## src/hw/rtl/wps_pkg.sv

```systemverilog
// Shared types and constants for the WAV PCM stream parser.
// Depends on nothing; every other file imports it.
`default_nettype none

package wps_pkg;

  localparam int unsigned MinFileBytes = 44;

  localparam logic [31:0] ID_RIFF = 32'h4646_4952;
  localparam logic [31:0] ID_WAVE = 32'h4556_4157;
  localparam logic [31:0] ID_FMT  = 32'h2074_6D66;
  localparam logic [31:0] ID_DATA = 32'h6174_6164;

  localparam logic [15:0] FMT_PCM    = 16'd1;
  localparam logic [15:0] CHANS_MONO = 16'd1;
  localparam logic [31:0] WANT_RATE  = 32'd44100;
  localparam logic [15:0] WANT_BITS  = 16'd16;
  localparam logic [31:0] FMT_BODY_BYTES = 32'd16;

  // result kinds
  localparam logic [1:0] KIND_SAMPLE = 2'd0;
  localparam logic [1:0] KIND_ERROR  = 2'd1;
  localparam logic [1:0] KIND_EMPTY  = 2'd2;

  // error codes
  localparam logic [3:0] ERR_SMALL     = 4'd0;
  localparam logic [3:0] ERR_SIGNATURE = 4'd1;
  localparam logic [3:0] ERR_NOT_PCM   = 4'd2;
  localparam logic [3:0] ERR_NOT_MONO  = 4'd3;
  localparam logic [3:0] ERR_RATE      = 4'd4;
  localparam logic [3:0] ERR_BITS      = 4'd5;
  localparam logic [3:0] ERR_NO_FMT    = 4'd6;
  localparam logic [3:0] ERR_NO_DATA   = 4'd7;
  localparam logic [3:0] ERR_TRUNCATED = 4'd8;
  localparam logic [3:0] ERR_NONE      = 4'd0;

  typedef enum logic [2:0] {
    PH_SIG,
    PH_HDR,
    PH_FMT,
    PH_SKIP,
    PH_DATA,
    PH_ABSORB
  } phase_t;

  // one classified byte, front to back
  typedef struct packed {
    logic [7:0]  byte_val;
    logic        too_small;  // first byte of a file shorter than the minimum
    logic        is_final;   // last byte of the file
    logic [1:0]  lane;       // byte position modulo four
    logic        pos_is3;
    logic        pos_ge11;
    logic [31:0] left;       // bytes of the file still to come after this one
  } item_t;

  typedef struct packed {
    logic [1:0]         kind;
    logic signed [15:0] sample;
    logic [3:0]         code;
    logic               last;
  } res_t;

endpackage

`default_nettype wire

```

## src/hw/rtl/wps_front.sv

```systemverilog
// Front end: takes file bytes, keeps the byte position and the file length
// register, and tags each byte with its place in the file. Uses wps_pkg.
`default_nettype none

module wps_front
  import wps_pkg::*;
(
  input  wire logic        clk,
  input  wire logic        rst,
  input  wire logic        cfg_valid,
  output logic             cfg_ready,
  input  wire logic [31:0] cfg_data,
  input  wire logic        in_valid,
  input  wire logic        in_ready,
  input  wire logic [7:0]  in_byte,
  output item_t            item
);

  logic [31:0] file_length;
  logic [31:0] pos;
  logic [31:0] pos1;   // pos + 1
  logic [32:0] diff;
  logic        final_byte;
  logic        accept;

  assign cfg_ready = 1'b1;
  assign accept    = in_valid && in_ready;

  assign diff       = {1'b0, file_length} - {1'b0, pos1};
  assign final_byte = diff[32] || (diff[31:0] == 32'd0);

  always_comb begin
    item.byte_val  = in_byte;
    item.too_small = (pos == 32'd0) && (file_length < 32'(MinFileBytes));
    item.is_final  = final_byte;
    item.lane      = pos[1:0];
    item.pos_is3   = (pos == 32'd3);
    item.pos_ge11  = (pos >= 32'd11);
    item.left      = final_byte ? 32'd0 : diff[31:0];
  end

  always_ff @(posedge clk) begin
    if (rst) begin
      file_length <= 32'd0;
      pos         <= 32'd0;
      pos1        <= 32'd1;
    end else begin
      if (cfg_valid && cfg_ready) begin
        file_length <= cfg_data;
      end
      if (accept) begin
        if (final_byte) begin
          pos  <= 32'd0;
          pos1 <= 32'd1;
        end else begin
          pos  <= pos1;
          pos1 <= pos1 + 32'd1;
        end
      end
    end
  end

endmodule

`default_nettype wire

```

## src/hw/rtl/wps_queue.sv

```systemverilog
// Two-entry queue of tagged bytes between the front end and the parser.
// Uses item_t from wps_pkg.
`default_nettype none

module wps_queue
  import wps_pkg::*;
(
  input  wire logic clk,
  input  wire logic rst,
  input  wire logic push,
  input  item_t     push_item,
  output logic      not_full,
  input  wire logic pop,
  output logic      not_empty,
  output item_t     head
);

  item_t       entries [2];
  logic        wr_ptr;
  logic        rd_ptr;
  logic [1:0]  count;

  assign not_full  = (count != 2'd2);
  assign not_empty = (count != 2'd0);
  assign head      = entries[rd_ptr];

  always_ff @(posedge clk) begin
    if (push) begin
      entries[wr_ptr] <= push_item;
    end
  end

  always_ff @(posedge clk) begin
    if (rst) begin
      wr_ptr <= 1'b0;
      rd_ptr <= 1'b0;
      count  <= 2'd0;
    end else begin
      if (push) begin
        wr_ptr <= ~wr_ptr;
      end
      if (pop) begin
        rd_ptr <= ~rd_ptr;
      end
      case ({push, pop})
        2'b10:   count <= count + 2'd1;
        2'b01:   count <= count - 2'd1;
        default: count <= count;
      endcase
    end
  end

endmodule

`default_nettype wire

```

## src/hw/rtl/wps_back.sv

```systemverilog
// Parser back end: walks the RIFF chunks one tagged byte per cycle while the
// result stage is not stalled, and drives the registered result stage. Uses wps_pkg.
`default_nettype none

module wps_back
  import wps_pkg::*;
(
  input  wire logic clk,
  input  wire logic rst,
  input  wire logic item_valid,
  input  item_t     item,
  output logic      item_pop,
  output logic      res_valid,
  input  wire logic res_ready,
  output res_t      res
);

  phase_t      phase, phase_next;
  logic [3:0]  fshift, fshift_next;
  logic [31:0] crem, crem_next;
  logic        fseen, fseen_next;
  logic [63:0] ffields, ffields_next;
  logic [7:0]  low_byte, low_next;
  logic [30:0] sleft, sleft_next;

  res_t        res_next;
  logic        emit;
  logic        step;

  assign step     = item_valid && (!res_valid || res_ready);
  assign item_pop = step;

  always_comb begin
    logic [7:0]  b;
    logic [2:0]  hk;
    logic [15:0] bits;
    logic [3:0]  fcode;

    b    = item.byte_val;
    hk   = fshift[2:0];
    bits = {b, low_byte};
    fcode = ERR_NONE;

    phase_next   = phase;
    fshift_next  = fshift;
    crem_next    = crem;
    fseen_next   = fseen;
    ffields_next = ffields;
    low_next     = low_byte;
    sleft_next   = sleft;
    res_next     = '0;
    emit         = 1'b0;

    if (item.too_small) begin
      emit          = 1'b1;
      res_next.kind = KIND_ERROR;
      res_next.code = ERR_SMALL;
      res_next.last = 1'b1;
      phase_next    = PH_ABSORB;
    end else begin
      case (phase)
        PH_SIG: begin
          if (item.lane == 2'd0) begin
            ffields_next[31:0] = '0;
          end
          ffields_next[{item.lane, 3'b000} +: 8] = b;
          if (item.pos_is3 && (ffields_next[31:0] != ID_RIFF)) begin
            ffields_next[32] = 1'b1;
          end
          if (item.pos_ge11) begin
            if (ffields_next[32] || (ffields_next[31:0] != ID_WAVE)) begin
              emit          = 1'b1;
              res_next.kind = KIND_ERROR;
              res_next.code = ERR_SIGNATURE;
              res_next.last = 1'b1;
              phase_next    = PH_ABSORB;
            end else begin
              phase_next   = PH_HDR;
              fshift_next  = 4'd0;
              ffields_next = '0;
            end
          end
        end
        PH_HDR: begin
          if (!hk[2]) begin
            if (hk == 3'd0) begin
              ffields_next = '0;
            end
            ffields_next[{hk[1:0], 3'b000} +: 8] = b;
          end else begin
            if (hk == 3'd4) begin
              crem_next = '0;
            end
            crem_next[{hk[1:0], 3'b000} +: 8] = b;
          end
          fshift_next = {1'b0, hk} + 4'd1;
          if (hk == 3'd7) begin
            fshift_next = 4'd0;
            if (ffields_next[31:0] == ID_FMT) begin
              fseen_next   = 1'b1;
              ffields_next = '0;
              phase_next   = PH_FMT;
            end else if (ffields_next[31:0] == ID_DATA) begin
              if (!fseen) begin
                emit          = 1'b1;
                res_next.kind = KIND_ERROR;
                res_next.code = ERR_NO_FMT;
                res_next.last = 1'b1;
                phase_next    = PH_ABSORB;
              end else if (crem_next > item.left) begin
                emit          = 1'b1;
                res_next.kind = KIND_ERROR;
                res_next.code = ERR_TRUNCATED;
                res_next.last = 1'b1;
                phase_next    = PH_ABSORB;
              end else begin
                sleft_next = crem_next[31:1];
                if (crem_next[31:1] == 31'd0) begin
                  emit          = 1'b1;
                  res_next.kind = KIND_EMPTY;
                  res_next.last = 1'b1;
                  phase_next    = PH_ABSORB;
                end else begin
                  phase_next = PH_DATA;
                end
              end
            end else begin
              phase_next = (crem_next == 32'd0) ? PH_HDR : PH_SKIP;
            end
          end
        end
        PH_FMT: begin
          if (!fshift[3]) begin
            ffields_next[{fshift[2:0], 3'b000} +: 8] = b;
          end else if (fshift == 4'd14) begin
            low_next = b;
          end
          fshift_next = fshift + 4'd1;
          if (fshift == 4'd15) begin
            fshift_next = 4'd0;
            low_next    = 8'd0;
            if (ffields[15:0] != FMT_PCM) begin
              fcode = ERR_NOT_PCM;
            end else if (ffields[31:16] != CHANS_MONO) begin
              fcode = ERR_NOT_MONO;
            end else if (ffields[63:32] != WANT_RATE) begin
              fcode = ERR_RATE;
            end else if (bits != WANT_BITS) begin
              fcode = ERR_BITS;
            end
            if (fcode != ERR_NONE) begin
              emit          = 1'b1;
              res_next.kind = KIND_ERROR;
              res_next.code = fcode;
              res_next.last = 1'b1;
              phase_next    = PH_ABSORB;
            end else begin
              crem_next  = (crem > FMT_BODY_BYTES) ? crem - FMT_BODY_BYTES : 32'd0;
              phase_next = (crem_next == 32'd0) ? PH_HDR : PH_SKIP;
            end
          end
        end
        PH_SKIP: begin
          if (crem != 32'd0) begin
            crem_next = crem - 32'd1;
          end
          if (crem_next == 32'd0) begin
            fshift_next = 4'd0;
            phase_next  = PH_HDR;
          end
        end
        PH_DATA: begin
          if (fshift == 4'd0) begin
            low_next    = b;
            fshift_next = 4'd1;
          end else begin
            fshift_next     = 4'd0;
            emit            = 1'b1;
            res_next.kind   = KIND_SAMPLE;
            res_next.sample = {b, low_byte};
            if (sleft != 31'd0) begin
              sleft_next = sleft - 31'd1;
            end
            if (sleft_next == 31'd0) begin
              res_next.last = 1'b1;
              phase_next    = PH_ABSORB;
            end
          end
        end
        PH_ABSORB: begin
          phase_next = PH_ABSORB;
        end
        default: begin
          phase_next = PH_ABSORB;
        end
      endcase
    end

    if (item.is_final) begin
      if (!emit && (phase_next != PH_ABSORB)) begin
        emit            = 1'b1;
        res_next.kind   = KIND_ERROR;
        res_next.last   = 1'b1;
        res_next.sample = '0;
        if ((phase_next == PH_FMT) || (phase_next == PH_DATA)) begin
          res_next.code = ERR_TRUNCATED;
        end else if (phase_next == PH_SIG) begin
          res_next.code = ERR_SMALL;
        end else begin
          res_next.code = fseen_next ? ERR_NO_DATA : ERR_NO_FMT;
        end
      end
      phase_next   = PH_SIG;
      fshift_next  = '0;
      crem_next    = '0;
      fseen_next   = 1'b0;
      ffields_next = '0;
      low_next     = '0;
      sleft_next   = '0;
    end
  end

  always_ff @(posedge clk) begin
    if (rst) begin
      phase    <= PH_SIG;
      fshift   <= '0;
      crem     <= '0;
      fseen    <= 1'b0;
      ffields  <= '0;
      low_byte <= '0;
      sleft    <= '0;
    end else if (step) begin
      phase    <= phase_next;
      fshift   <= fshift_next;
      crem     <= crem_next;
      fseen    <= fseen_next;
      ffields  <= ffields_next;
      low_byte <= low_next;
      sleft    <= sleft_next;
    end
  end

  always_ff @(posedge clk) begin
    if (rst) begin
      res_valid <= 1'b0;
    end else if (step) begin
      res_valid <= emit;
    end else if (res_ready) begin
      res_valid <= 1'b0;
    end
  end

  always_ff @(posedge clk) begin
    if (step) begin
      res <= res_next;
    end
  end

endmodule

`default_nettype wire

```

## src/hw/rtl/wav_pcm_stream_parser.sv

```systemverilog
// WAV PCM stream parser. Feed a RIFF/WAVE file one byte per beat on the slave
// stream after writing its byte length on the configuration channel. The block
// accepts one byte every cycle while its queue has room, and gives at most one
// result beat per byte: a signed 16-bit mono sample, an error code, or a
// "finished with no samples" marker, with tlast high on the final result of
// the file. A byte is held in the queue, then its result beat in the
// registered result stage when that stage is free; the two-entry queue
// between the byte classifier and the chunk parser, and the registered result
// stage, let either side stall on its own while sustained throughput stays
// one byte per cycle. Files under 44 bytes, a bad signature, a format other
// than PCM/mono/44100 Hz/16 bit, a missing fmt or data chunk and truncation
// are reported as errors; bytes after an error or after the data chunk are
// absorbed up to the end of the file, and the next byte starts a new file
// of the same length. Depends on wps_pkg, wps_front, wps_queue and wps_back.
`default_nettype none

module wav_pcm_stream_parser
  import wps_pkg::*;
(
  input  wire logic        clk,
  input  wire logic        rst,
  // configuration: file length in bytes
  input  wire logic        cfg_valid,
  output logic             cfg_ready,
  input  wire logic [31:0] cfg_data,
  // file bytes in
  input  wire logic        s_tvalid,
  output logic             s_tready,
  input  wire logic [7:0]  s_tdata,   // [7:0] file_byte
  // results out
  output logic             m_tvalid,
  input  wire logic        m_tready,
  output logic [23:0]      m_tdata,   // [15:0] sample, [19:16] error_code, [23:20] zero
  output logic [1:0]       m_tuser,   // [1:0] kind
  output logic             m_tlast
);

  item_t front_item;
  item_t head_item;
  logic  q_not_full;
  logic  q_not_empty;
  logic  q_pop;
  res_t  res;

  // Hold the byte stream back only when the queue is full.
  assign s_tready = q_not_full;

  wps_front u_front (
    .clk       (clk),
    .rst       (rst),
    .cfg_valid (cfg_valid),
    .cfg_ready (cfg_ready),
    .cfg_data  (cfg_data),
    .in_valid  (s_tvalid),
    .in_ready  (s_tready),
    .in_byte   (s_tdata),
    .item      (front_item)
  );

  wps_queue u_queue (
    .clk       (clk),
    .rst       (rst),
    .push      (s_tvalid && s_tready),
    .push_item (front_item),
    .not_full  (q_not_full),
    .pop       (q_pop),
    .not_empty (q_not_empty),
    .head      (head_item)
  );

  // Advance the parser one byte whenever the queue holds one and the result stage can take a beat.
  wps_back u_back (
    .clk        (clk),
    .rst        (rst),
    .item_valid (q_not_empty),
    .item       (head_item),
    .item_pop   (q_pop),
    .res_valid  (m_tvalid),
    .res_ready  (m_tready),
    .res        (res)
  );

  assign m_tdata = {4'd0, res.code, res.sample};
  assign m_tuser = res.kind;
  assign m_tlast = res.last;

endmodule

`default_nettype wire

```

## config.mk

```make
export PLATFORM = sky130hd
export DESIGN_NAME = wav_pcm_stream_parser
export DESIGN_NICKNAME = d
export VERILOG_FILES = /design/src/hw/rtl/wps_pkg.sv /design/src/hw/rtl/wps_front.sv /design/src/hw/rtl/wps_queue.sv /design/src/hw/rtl/wps_back.sv /design/src/hw/rtl/wav_pcm_stream_parser.sv
export SDC_FILE = /design/constraint.sdc
export NUM_CORES = 1
export LEC_CHECK = 0
export BUFFER_PORTS_ARGS = -buffer_cell sky130_fd_sc_hd__buf_2
export CORE_MARGIN = 2
export CORE_UTILIZATION = 30
export DETAILED_ROUTE_END_ITERATION = 16
export PLACE_DENSITY_LB_ADDON = 0.15
export SYNTH_ARGS = -nofsm -noshare
export SYNTH_HDL_FRONTEND = slang
export SYNTH_SLANG_ARGS = --single-unit
```

## constraint.sdc

```tcl
create_clock -name clk -period 12.95 [get_ports clk]
set_input_delay 1.9425 -clock clk [delete_from_list [all_inputs] [get_ports clk]]
set_output_delay 1.9425 -clock clk [all_outputs]
set_load 0.02 [all_outputs]
```

After elaboration in Yosys (flattened, before gate mapping)
Memory sizes are Yosys's and may differ from the RTL's. A register that Yosys moved wholly into a read port is not among the register bits.
Index checks and enable logic that the tools add are counted.
{"block": "totals", "ram_bits": 92, "n_memories": 1, "register_bits": 267, "output_inout_bits": 30}
{"memory": "u_queue.entries", "depth": 2, "width": 46, "rd": 1, "rd_clocked_by_memory_dff": 1, "write_ports": 1, "line_no": "wps_queue.sv:18", "source": "item_t entries [2];"}
{"block": "classes", "add_sub_neg": 12, "n_reduce_logical": 39, "n_shift": 8, "bitwise": 2, "eq_ne": 39, "n_lt_le_gt_ge": 4, "mux": 159}
{"cell": "64-bit 2-to-1 mux", "n": 14}
{"cell": "32-bit 2-to-1 mux", "n": 21}
{"cell": "31-bit 2-to-1 mux", "n": 12}
{"cell": "64-bit bitwise mux", "n": 3}
{"cell": "64-bit case mux with 3 select lines", "n": 1}
{"cell": "32-bit zero test", "n": 5}
{"cell": "8-bit by 7-bit variable shift with 64-bit output (first input constant)", "n": 2}
{"cell": "8-bit by 7-bit indexed part select with 64-bit output", "n": 2}
{"cell": "32-bit case mux with 3 select lines", "n": 1}
{"cell": "4-bit 2-to-1 mux", "n": 16}
{"cell": "32-bit by 31-bit inequality test with 1-bit output (second input constant)", "n": 2}
{"cell": "8-bit by 8-bit variable shift with 64-bit output (first input constant)", "n": 1}
{"cell": "8-bit by 8-bit indexed part select with 64-bit output", "n": 1}
{"cell": "31-bit zero test", "n": 2}
{"cell": "31-bit case mux with 2 select lines", "n": 1}
{"cell": "16-bit 2-to-1 mux", "n": 3}
{"cell": "8-bit 2-to-1 mux", "n": 6}
{"cell": "23-bit 2-to-1 mux", "n": 2}
{"cell": "3-bit 2-to-1 mux", "n": 15}
{"cell": "5-bit 2-to-1 mux", "n": 8}
{"cell": "1-bit 2-to-1 mux", "n": 35}
{"cell": "32-bit by 32-bit subtractor with 33-bit output", "n": 1}
{"cell": "32-bit by 1-bit adder with 32-bit output (second input constant)", "n": 1}
{"cell": "32-bit bitwise mux", "n": 1}
{"cell": "56 further kinds", "n": 107}

Logic depth before layout (Yosys ltp)
{"block": "logic_depth", "ltp_word": 23, "ltp_mapped": 22, "ltp_nobuf": 17}

By module
Synthesis repeated with hierarchy kept, for this count alone.
{"block": "hier_totals", "hier_cells": 3192, "hier_area_um2": 26238.9}
{"mod": "wps_back", "instances": 1, "area_per_inst_um2": 15403.5, "seq_area_each_um2": 3573.4, "cells_per_inst": 2198}
{"mod": "wps_front", "instances": 1, "area_per_inst_um2": 7274.5, "seq_area_each_um2": 1921.8, "cells_per_inst": 823}
{"mod": "wps_queue", "instances": 1, "area_per_inst_um2": 3520.9, "seq_area_each_um2": 2862.7, "cells_per_inst": 165}
{"mod": "wav_pcm_stream_parser", "instances": 1, "area_per_inst_um2": 40.0, "seq_area_each_um2": 0.0, "cells_per_inst": 6}

Least setup slack after synthesis
OpenSTA, ideal clock, no wires.
{"block": "synth_path", "path_type": "in2reg", "from": "in s_tvalid", "to": "mem u_queue.entries[0][0] in the netlist's numbering (enable)", "n_path_buf": 2, "arrival_ns": 4.619, "path_slack_ns": 7.881, "setup_time_ns": 0.450, "cell_stages": 5, "path_cell_list": "and2_1 -> clkbuf_1 -> clkinv_1 -> clkbuf_1 -> nor2_1"}
{"block": "synth_via", "elab_chain_cells": 3}
{"element": "from (decl)", "line_no": "wav_pcm_stream_parser.sv:27", "source": "input wire logic s_tvalid,"}
{"element": "1-bit logical AND", "line_no": "wav_pcm_stream_parser.sv:63", "source": ".push (s_tvalid && s_tready),"}
{"element": "1-bit 2-to-1 mux", "line_no": "wps_queue.sv:28", "source": "if (push) begin"}
{"element": "1-bit 2-to-1 mux (implied by the code)", "line_no": "wps_queue.sv:29", "source": "entries[wr_ptr] <= push_item;"}
{"element": "to (decl)", "line_no": "wps_queue.sv:18"}
No other way between the ends.

==> metrics.txt <==
Longest Clk Path Bufs 3; gr usage total a little under a quarter; hold depth 2; most common cell after layout, fill and taps aside nor2_1; outcome complete, no violations; Yosys warnings 0; CTS tree built; most frequent cells in the layout 385 x nor2_1, 312 x nand2_1, 244 x dfxtp_1, 225 x a21oi_1, 145 x o21ai_0; die area just over 80000 sq um; first-pass GRT wire length 143000 um; Post-synth EDFFs 115; slowest cell on the critical path nor3b_1; initial antenna violation count 0; drt wl/cell between 20 and 25 um; Power Dens Cells around 160 nW/um^2; port buffer count 69; Num CTS Buffers 46; Tcrit/Tclk final 47.1%; Worst Path Class, Setup flop to flop; worst stage delay on the critical path between 0.7 and 0.8 ns; cell area after layout approximately 27000 sq um; Sink Count 360; Post-synth ARST share 0%; Initial Util between 30% and 40%; # Post-CTS Setup Buffers 0; Mapped Cells just under 3000; Worst setup SP type flop; Post-CTS Hold Fix Bufs 0; Die Width 285 um; CP Max Fanout 40; CP delay by family, top simple AND/OR/NAND/NOR gates; post-route core utilization between 30 and 40%; # DRC 0; worst hold slack between 0.4 and 0.5 ns; #FFs+latches synth 360; final setup violation count 0; XOR/XNOR Fraction of Synth Area 3.73%; layout cells sized above 1 8.74%; Worst path most repeated cell nand2_1; Cell variety after synth 95; Setup WS pre-CTS approximately 7 ns; syn avg cell area just over 8 sq um; Post-CTS Resized 0; r2r worst-path depth 13; CP cell instances buf_4, mux2i_4, ha_1, nor3b_1, a32oi_1, a2111oi_0, nand2_1, nor4_1, nand2b_1, nand2_1, o22ai_1, a21oi_1, o21ai_0; vias in the first global route 22251; Std-Cell Rows 103; Detailed Place HPWL 68100 um; DP Area roughly 25000 sq um; Worst Max-Slew Pin Slew 1.19 ns; Worst Hold Class flop to flop; critical path endpoint category flop; fmax roughly 0.16 GHz; DR iter-0 viols 2460; Worst-Skew Late Latency just over 0.6 ns; Nets about 3000; Slew Limit Fails 0; clk slew on worst S/H paths 0.06 ns; Root Buffer clkbuf_16; max_cap viols 0; die span in y around 290 um; GP Congestion roughly 0.94; Post-Layout Cell Count roughly 4000; CP Buf/Inv Count 1; Leakage about 9.4 nW; total global routing overflow 0; DRT Pass-1 Iters 7; synthesized cell area 23700 sq um; post-synthesis sequential area ratio between 30% and 40%; simple-gate share of the synthesized area a little under a quarter; H-Tree Depth 2; IO Count 75; Final ANT Viol Nets 0; Clock Skew ~0.033 ns; via count 23306; largest net degree at the start of global routing around 120; Final Hold Fails 0; total power 4.37 mW; Compound-Gate Fraction of Synth Area a little under a quarter; via/cell ratio just under 6; # placed instances roughly 4000; worst setup margin 6.85 ns; Worst Path Arrival roughly 6.6 ns; setup TNS 0 ns; Layout area overhead 11.9%; Synth Area in Adders 4.62%; Peak VDD IR approximately 93 uV; Slew HR 20.3%; largest family of logic cells by synthesized area simple AND/OR/NAND/NOR gates; core footprint 78600 sq um; final WL approximately 95000 um; fin crit period a little over 6 ns; Worst path depth 13; multiplexer area fraction after synthesis 4.89%; RSZ-0062 raised after global routing false; critical path data required time 13.40 ns; Inserted Diodes 0; Primary FF master, synth dfxtp_1
-- where the power goes --
| group | internal, mW | total, mW | leakage [nW] | switching, mW |
|---|---|---|---|---|
| Combinational | 0.468 | 1.68 | 5.64 | 1.21 |
| Sequential | 1.32 | 1.40 | 3.08 | 0.0837 |
| Clock | 0.736 | 1.29 | 0.725 | 0.558 |
| Total | 2.52 | 4.37 | 9.45 | 1.85 |
-- sequential cells by signal, summed over array words and instances (netlist names), 23 cells and up, named ones only --
register,count
u_back.sleft,31
u_back.res,23
u_back.ffields,64
u_queue.entries,92
u_back.crem,32
u_front.file_length,32
u_front.pos1,32
u_front.pos,32
-- cell families after synthesis --
kind of cell	Yosys count
other	2
DFF	360
adders and majority gates	87
buffers and inverters	277
AOI/OAI and AO/OA	815
muxes	113
xor gates and xnor gates	101
and+or+nand+nor	1178
-- cell usage after synthesis (all sizes together), types with 21 or more instances --
cell    instances  area share [%]
nor2          390             6.2
nand2         312             4.9
dfxtp         245              21
a21oi         225             4.8
clkbuf        165             2.6
o21ai         155             3.3
edfxtp        115              15
mux2i         100             4.3
nor3           97             2.0
a22oi          86             2.7
ha             86             4.5
xnor2          70             2.6
inv            65             1.0
nand4          65             1.7
nor4           65             1.9
nand3          59             1.3
buf            46             1.1
xor2           31             1.1
a211oi         30            0.95
and2           30            0.79
o211ai         30            0.97
o22ai          30            0.82
a32oi          27             1.0
o31ai          23            0.73
nand2b         21            0.55
or4            21            0.70
-- final timing paths --
kind	from	to	slack, ns
setup / recovery	flop	u_back.ffields[22]	6.85
hold / removal	u_front.pos1[30]	u_front.pos[30]	0.45
setup reg to reg	flop	u_back.ffields[22]	6.85
hold reg to reg	u_front.pos1[30]	u_front.pos[30]	0.45
-- worst min-delay path, stage by stage (launching register included) --
cell	delay [ns]
dfxtp_1	0.31
nand2_1	0.05
a21oi_1	0.05
-- area by class of cell --
class,instances,area (sq um)
inverter,66,248
clock inverter,34,318
fill,8352,52100
tap,1050,1310
multi-input combinational,2299,14300
timing repair buffer,128,803
sequential,360,8360
clock buffer,52,1190
-- layer usage --
metal	track usage, %	routed length (um)	vias up
met3	3.58	6450	206
met5	0	0	-
li1	-	-	10854
met1	30.4	41800	11306
met4	9.42	4020	0
met2	36.4	43100	940
No activity file was read; power rests on OpenSTA's default activity.
